===== src/hdl/u2d_ram.sv =====
`timescale 1ns / 1ps

module u2d_ram #(
  parameter int WIDTH = 8,
  parameter int DEPTH = 16
) (
  input  logic                     clk,
  input  logic                     wr_en,
  input  logic [$clog2(DEPTH)-1:0] wr_addr,
  input  logic [WIDTH-1:0]         wr_data,
  input  logic [$clog2(DEPTH)-1:0] rd_addr,
  output logic [WIDTH-1:0]         rd_data
);

  logic [WIDTH-1:0] mem [DEPTH];

  always_ff @(posedge clk) begin
    if (wr_en) begin
      mem[wr_addr] <= wr_data;
    end
    rd_data <= mem[rd_addr];
  end

endmodule


===== config.mk =====
export PLATFORM = sky130hd
export DESIGN_NAME = u2d_ram
export DESIGN_NICKNAME = d
export VERILOG_FILES = /design/src/hdl/u2d_ram.sv
export SDC_FILE = /design/constraint.sdc
export NUM_CORES = 1
export LEC_CHECK = 0
export ABC_AREA = 0
export BUFFER_PORTS_ARGS = -buffer_cell sky130_fd_sc_hd__buf_2
export CORE_MARGIN = 5
export CORE_UTILIZATION = 40
export CTS_CLUSTER_SIZE = 25
export DETAILED_ROUTE_END_ITERATION = 16
export GPL_TIMING_DRIVEN = 0
export SYNTH_ARGS = -nofsm -noshare
export SYNTH_HDL_FRONTEND = slang
export SYNTH_SLANG_ARGS = --single-unit
export TNS_END_PERCENT = 50

===== constraint.sdc =====
create_clock -name clk -period 1.66 [get_ports clk]
set_input_delay 0 -clock clk [delete_from_list [all_inputs] [get_ports clk]]
set_output_delay 0 -clock clk [all_outputs]
set_load 0.1 [all_outputs]

==> flow_summary.yaml, run 1 <==
run_status:
  status: "finished, final reports clean"
worst_setup_path:
  cp-start-kind: "flop"
  crit_required_ps: 1930
  r2r_slack_ps: 240
  r2r_end: "rd_data[7]$_DFF_P_"
  arrival_ps: 1690
  cp_max_fo: 1
  crit_path_end_kind: "flop"
  crit_type: "flop to flop"
  r2r_cells: 3
  r2r_start: "mem[15][7]$_DFFE_PP_"
synthesis:
  yosysSeqAreaShare_pct: 77.8
  synth_nets: 247
  netlist_instances: 229
  synth_top_area_share_pct: 74.7
  syn_area_per_cell_sq_um: 22.5
  ys_top_cells_by_area: "edfxtp_1, mux4_2, mux4_1"
  yosysUniqueCellTypes: 19
  netlist_area_sq_um: 5150
  ys_ff_latch: 136
  yosysTopAreaCell: "edfxtp_1"
  ys.warnings.count: 0
clock_tree:
  cts_sinks: 136
  clkTransAtPathRegs_ps: 50
  postCtsSetupBuffers: 0
  cts_buffers: 17
  clockBufferDepth: 2
  cts_root_buf: "clkbuf_16"
  cts_tree: "built"
  cts_htree_levels: 4
  worstSkewPairLatency_ps: 410
sta:
  tightest_slew_ps: 1230
  setup_viol: 0
  holdWs_ps: 22.7
  hold_viol_final: 0
  final.period_utilization_pct: 85.7
  max_freq_mhz: 703
  min_period_ps: 1420
  rsz0062_at_grt: "no"
  drv_slew: 0
  slew_headroom_pct: 17.1
  skew_ps: 8.36
  layout_setup_ws_ps: 237
pwr:
  clockPowerShare_pct: 42.3
  peakVddDrop_v: 0.000705
  p_leak_nw: 2.02
  internal_power_mw: 6.00
  swShare_pct: 21.3
  p_per_area_nw_per_um2: 1260
  switchingPower_mw: 1.63
  comb_power_share_pct: 7.1
  total_power_mw: 7.63
  seq_power_share_pct: 50.6
route:
  avgRoutedWirePerCell_um: 21.2
  ant_nets: 0
  viasPerCell: 5.05
  drt-initial-drc-count: 192
  drcViolationCount: 0
  finalWirelength_um: 9780
  drt_first_pass_iters: 4
  vias: 2327
floorplan:
  rows: 41
  core_area_sq_um: 12600
  die_x_um: 123
  die_y_um: 123
  start_util_pct: 40.8
  die_area_sq_um: 15200
  ios: 26
run:
  cap_violations: 0
final_layout:
  fin_nets: 296
  register_area_sq_um: 4000
  area_growth_pct: 17.8
  drive_gt1_share_pct: 27.7
  antennaDiodeCount: 0
  num-fill-cells: 1065
  finalNonFillerCells: 461
  design_area_sq_um: 6060
  multiInputGateArea_sq_um: 1070
  mostFrequentLayoutCells: "edfxtp_1, buf_2, mux4_2"
  final_common_cell: "edfxtp_1"
hold_path:
  min_path_type: "input pin to flop"
  hold_end: "mem[12][1]$_DFFE_PP_"
  hold_depth: 1
  hp-start: "wr_data[1]"
grt:
  grt_max_degree: 17
  grt_pass1_vias: 2411
  track_usage_pct: 14.3
  grt_pass1_wl_um: 14700
  grt_overflow: 0
  antenna_found_initial: 0
place:
  place_congestion: 0.708
  dp_slack_ps: -406
  io_buffers: 24
  dp_hpwl_um: 6330
  dpl_cell_area_sq_um: 5480
  placed_cells: 425
==> flip-flops by register name, indices dropped and copies added, names as in the netlist <==
| register | count |
|---|---|
| mem | 128 |
| rd_data | 8 |
==> per-layer routing <==
metal	wire length (um)	track usage, %	up-vias
met5	0	0	-
met4	182	5.81	0
met3	353	4.03	14
met2	4940	22.6	44
met1	4300	18.7	1202
li1	-	-	1067
==> cell families (layout without fill, tap and decap cells) <==
family,after synthesis,after routing,synth area share (%)
flops,136,136,77.8
simple gates,35,35,3.18
mux,32,32,15.0
compound gates,16,16,2.33
buf+inv,10,70,1.68
==> stage by stage <==
stage / setup TNS [ps] / utilization (%)
6_report: 0 / 48.0
3_3_place_gp: -4970 / 43.4
2_1_floorplan: 0 / -
4_1_cts: 0 / 48.0
5_1_grt: 0 / 48.0
3_5_place_dp: -5380 / 43.4
==> power by group through the flow <==
stage | combinational [mW] | sequential (mW) | clock [mW]
final | 0.539 | 3.86 | 3.23
after floorplan | 0.195 | 4.09 | 0
after global placement | 0.530 | 3.92 | 0
after global routing | 0.572 | 3.86 | 3.47
after CTS | 0.547 | 3.86 | 3.28
after detailed placement | 0.535 | 3.93 | 0
==> critical path: stages, from the launching register on <==
cell	delay [ps]
edfxtp_1	360
mux4_2	520
a22oi_1	280
nand2_1	130
==> timing repair <==
action / CTS / global route
hold endpoints to repair: 63 / 0
hold buffers: 6 / 0
resized for setup: 0 / 1
endpoints found under the setup margin: 0 / 8
==> worst max path at each step <==
| stage | from | endpoint | slack (ps) | depth (start not counted) |
|---|---|---|---|---|
| 3_3_place_gp | wr_addr[2] | mem[0][4]$_DFFE_PP_ | -420 | 3 |
| 4_1_cts | wr_addr[2] | mem[0][6]$_DFFE_PP_ | 20 | 3 |
| 5_1_grt | mem[1][0]$_DFFE_PP_ | rd_data[0]$_DFF_P_ | 180 | 3 |
| 3_5_place_dp | wr_addr[2] | mem[0][4]$_DFFE_PP_ | -410 | 3 |
| 6_report | mem[15][7]$_DFFE_PP_ | rd_data[7]$_DFF_P_ | 240 | 3 |
| 2_1_floorplan | wr_addr[2] | mem[0][0]$_DFFE_PP_ | 170 | 2 |
==> layout make-up <==
cell class	count	share of cell area (%)
multi-input cells	83	17.6
well taps	172	3.55
clock inverters	5	0.413
clock buffers	25	8.01
plain buffers	10	1.42
flip-flops and latches	136	66.0
repair buffers	30	2.97
==> cell usage after synthesis <==
master / n
nor2_1: 13
dfxtp_1: 8
or3b_2: 1
nor3_1: 4
nand3b_1: 2
buf_6: 3
nand2b_1: 2
mux4_1: 14
buf_4: 1
a22oi_1: 16
nand3_1: 1
nand2_1: 9
mux4_2: 18
buf_2: 3
and2_1: 1
nor2b_1: 1
edfxtp_1: 128
clkdlybuf4s25_2: 3
and2b_1: 1
(Power assumes the default switching activity.)
==> run 2: changes to the inputs <==
MAX_ROUTING_LAYER = met4   (was default)
==> run 2 against run 1 <==
Compared with the run above: final cell count unchanged; worst setup slack about the same; sequential power about the same; die area unchanged; via count up 0.26%; clock power about the same; non-clock buffer count unchanged; worst hold slack worse by 7.0 ps; register-to-register slack about the same; sequential share of layout area unchanged; highest routed layer unchanged.
==> flow_summary.yaml, run 2 (synthesized netlist as in run 1, its figures left out) <==
run_status:
  status: "finished, final reports clean"
floorplan:
  die_x_um: 123
  rows: 41
  core_area_sq_um: 12600
  start_util_pct: 40.8
  die_area_sq_um: 15200
  die_y_um: 123
  ios: 26
sta:
  max_freq_mhz: 703
  drv_slew: 0
  setup_viol: 0
  holdWs_ps: 15.6
  hold_viol_final: 0
  skew_ps: 9.26
  min_period_ps: 1420
  rsz0062_at_grt: "no"
  final.period_utilization_pct: 85.7
  slew_headroom_pct: 17.5
  tightest_slew_ps: 1230
  finalSetupTns_ps: 0
run:
  cap_violations: 0
grt:
  track_usage_pct: 14.6
  grt_pass1_vias: 2421
  grt_max_degree: 17
  grt_pass1_wl_um: 14700
  grt_overflow: 0
  antenna_found_initial: 0
final_layout:
  largest-register: "mem"
  utilization_pct: 48.0
  finalNonFillerCells: 461
  num-fill-cells: 1065
  fin_nets: 296
  reg_top3: "mem: 128 flops, rd_data: 8 flops"
  mostFrequentLayoutCells: "edfxtp_1, buf_2, mux4_2"
  area_growth_pct: 17.8
  drive_gt1_share_pct: 27.7
  largest_reg_flops: 128
  design_area_sq_um: 6060
  antennaDiodeCount: 0
  final_common_cell: "edfxtp_1"
worst_setup_path:
  critPathSlowestCell: "mux4_2"
  cp-start-kind: "flop"
  arrival_ps: 1690
  crit_required_ps: 1930
  cp_max_fo: 1
  crit_path_end_kind: "flop"
  critical_path.top_delay_family: "multiplexers"
  path_cells: "mux4_2 > a22oi_1 > nand2_1"
  crit_type: "flop to flop"
  critical_path.max_stage_delay_ps: 520
  path_buf_inv: 0
  r2r_slack_ps: 240
pwr:
  peakVddDrop_v: 0.000703
  p_per_area_nw_per_um2: 1260
  p_leak_nw: 2.02
place:
  dpl_cell_area_sq_um: 5480
  place_congestion: 0.716
  dp_hpwl_um: 6330
  placed_cells: 425
  io_buffers: 24
clock_tree:
  cts_buffers: 17
  clockBufferDepth: 2
  cts_root_buf: "clkbuf_16"
  clkTransAtPathRegs_ps: 50
  worstSkewPairLatency_ps: 410
  cts_tree: "built"
  cts_htree_levels: 4
  cts_sinks: 136
route:
  drt_first_pass_iters: 4
  drt-initial-drc-count: 169
  vias: 2333
  viasPerCell: 5.06
  finalWirelength_um: 9750
  drcViolationCount: 0
  ant_nets: 0
  avgRoutedWirePerCell_um: 21.1
hold_path:
  min_path_type: "input pin to flop"
[run 2: cell counts in the layout (fill, tap and decap cells not counted)]
Identical to the previous run, type by type.
[run 2: path summary, 6_finish.rpt]
check / startpoint / to / cells past startpoint
setup / recovery: mem[15][7]$_DFFE_PP_ / rd_data[7]$_DFF_P_ / 3
setup reg to reg: mem[15][7]$_DFFE_PP_ / rd_data[7]$_DFF_P_ / 3
hold reg to reg: mem[8][1]$_DFFE_PP_ / rd_data[1]$_DFF_P_ / 3
hold / removal: wr_data[1] / mem[12][1]$_DFFE_PP_ / 1
[run 2: where the power goes]
| group | internal [mW] | total (mW) | switching, mW |
|---|---|---|---|
| Combinational | 0.162 | 0.538 | 0.377 |
| Clock | 1.99 | 3.23 | 1.23 |
| Sequential | 3.84 | 3.86 | 0.0164 |
| Total | 6.00 | 7.63 | 1.63 |
[run 2: layout make-up]
cell class              count  area, sq um  area share, %
flip-flops and latches    136         4000           66.0
well taps                 172          215           3.55
repair buffers             30          180           2.97
plain buffers              10         86.3           1.42
multi-input cells          83         1070           17.6
clock inverters             5         25.0          0.413
clock buffers              25          485           8.01
[run 2: through the flow]
step,worst slack [ps],total power [mW]
after floorplan,167,4.29
after global placement,-420,4.45
after detailed placement,-406,4.46
after CTS,21.5,7.69
after global routing,181,7.91
final,237,7.63
[run 2: per-layer routing]
metal / global-route usage (%) / wire length [um] / vias up
li1: - / - / 1069
met1: 18.4 / 4160 / 1209
met2: 22.8 / 5030 / 51
met3: 4.03 / 471 / 4
met4: 5.81 / 90 / 0
met5: - / 0 / -
[run 2: repair_timing]
item	4_1_cts	5_1_grt
endpoints found under the hold margin	63	0
setup buffers	0	0
hold buffers	6	0
setup endpoints to repair	0	8
resized for setup	0	1
==> run 3: changes to the inputs <==
CAP_MARGIN = 20   (was default)
CTS_BUF_LIST = sky130_fd_sc_hd__clkbuf_16   (was default)
==> run 3 against run 2 <==
Compared with the run above: critical path depth stayed put; clock power rose by 28%; non-clock buffer count is 2 higher; die area stayed put; fmax increased by 0.17%; sequential power hardly changed; worst hold slack lost 9.7 ps; combinational power about the same; sequential cell count did not move; worst setup slack gained 2.4 ps.
==> flow_summary.yaml, run 3 (synthesized netlist as in run 1, its figures left out) <==
final_layout:
  reg_top3: "mem: 128 flops, rd_data: 8 flops"
  area_growth_pct: 20.6
  final_common_cell: "edfxtp_1"
  largest_reg_flops: 128
  fin_nets: 298
  finalNonFillerCells: 465
  antennaDiodeCount: 0
  largest-register: "mem"
  mostFrequentLayoutCells: "edfxtp_1, buf_2, mux4_2"
  drive_gt1_share_pct: 29.4
  design_area_sq_um: 6210
clock_tree:
  cts_sinks: 136
  cts_htree_levels: 4
  worstSkewPairLatency_ps: 410
  cts_tree: "built"
  clockBufferDepth: 2
  post_cts_resized: 0
  cts_root_buf: "clkbuf_16"
  clkTransAtPathRegs_ps: 60
  cts_buffers: 17
floorplan:
  core_area_sq_um: 12600
  die_y_um: 123
  rows: 41
  die_x_um: 123
  die_area_sq_um: 15200
  ios: 26
  start_util_pct: 40.8
grt:
  grt_max_degree: 17
  grt_pass1_vias: 2480
  grt_overflow: 0
  antenna_found_initial: 0
  track_usage_pct: 14.6
  grt_pass1_wl_um: 14700
route:
  avgRoutedWirePerCell_um: 21.0
  viasPerCell: 5.05
  drt-initial-drc-count: 188
  drt_first_pass_iters: 4
  finalWirelength_um: 9750
  drcViolationCount: 0
  ant_nets: 0
  vias: 2347
worst_setup_path:
  crit_type: "flop to flop"
  cp-start-kind: "flop"
  critical_path.max_stage_delay_ps: 520
  cp-startpoint: "mem[15][7]$_DFFE_PP_"
  arrival_ps: 1690
  path_cells: "mux4_2 > a22oi_1 > nand2_1"
  crit_path_end_kind: "flop"
  cp_max_fo: 1
  r2r_end: "rd_data[7]$_DFF_P_"
  r2r_cells: 3
  r2r_slack_ps: 240
  r2r_start: "mem[15][7]$_DFFE_PP_"
  crit_required_ps: 1930
  critPathSlowestCell: "mux4_2"
  cp-endpoint: "rd_data[7]$_DFF_P_"
place:
  dp_hpwl_um: 6460
  dp_slack_ps: -92.6
  io_buffers: 24
  dpl_cell_area_sq_um: 5510
  placed_cells: 429
  place_congestion: 0.716
sta:
  skew_ps: 8.07
  rsz0062_at_grt: "no"
  slew_headroom_pct: 43.6
  max_freq_mhz: 704
  setup_viol: 0
  final.period_utilization_pct: 85.5
  hold_viol_final: 0
  finalSetupTns_ps: 0
  tightest_slew_ps: 842
  drv_slew: 0
  min_period_ps: 1420
  holdWs_ps: 5.93
  layout_setup_ws_ps: 240
pwr:
  p_leak_nw: 2.10
  peakVddDrop_v: 0.000821
  p_per_area_nw_per_um2: 1370
run_status:
  status: "finished, final reports clean"
run:
  cap_violations: 0
hold_path:
  min_path_type: "input pin to flop"
-- run 3: report_power, final --
group          total, mW  internal (mW)  switching (mW)
clock network       4.12           2.79            1.33
registers           3.86           3.84          0.0163
logic              0.537          0.160           0.377
total               8.51           6.79            1.72
-- run 3: repair_timing --
action / 4_1_cts / 5_1_grt
endpoints found under the hold margin: 52 / 0
endpoints found under the setup margin: 0 / 0
buffers inserted: 0 / 0
hold buffers: 4 / 0
-- run 3: through the flow --
stage	power (mW)	util, %
5_1_grt	8.78	49.2
3_3_place_gp	4.45	43.4
3_5_place_dp	4.47	43.7
2_1_floorplan	4.29	-
4_1_cts	8.57	49.2
6_report	8.51	49.2
-- run 3: area by class of cell --
cell class                      count  area (sq um)
Fill cell                        1049          6410
Timing Repair Buffer               32           190
Clock buffer                       17           425
Sequential cell                   136          4000
Clock inverter                     15           231
Buffer                             10          86.3
Multi-Input combinational cell     83          1060
Tap cell                          172           215
-- run 3: worst max-delay path, delay by kind of cell (launching register included) --
kind            cells  cell delay (ps)
mux                 1              520
flops               1              360
compound gates      1              290
simple gates        1              120
-- run 3: worst min-delay path by stage --
stage | from | to | cells past startpoint
6_report | wr_data[7] | mem[12][7]$_DFFE_PP_ | 1
5_1_grt | wr_data[1] | mem[8][1]$_DFFE_PP_ | 1
4_1_cts | wr_data[1] | mem[8][1]$_DFFE_PP_ | 1
3_5_place_dp | wr_data[6] | mem[7][6]$_DFFE_PP_ | 1
3_3_place_gp | wr_data[5] | mem[6][5]$_DFFE_PP_ | 1
2_1_floorplan | wr_data[0] | mem[0][0]$_DFFE_PP_ | 0
-- run 3: metal layers --
metal / part of all wire, % / global-route usage [%] / routed length (um) / vias to the layer above
li1: - / - / - / 1072
met3: 4.9 / 3.20 / 480 / 16
met5: 0 / - / 0 / -
met1: 43 / 18.2 / 4180 / 1198
met2: 50 / 23.1 / 4920 / 61
met4: 1.7 / 6.44 / 161 / 0
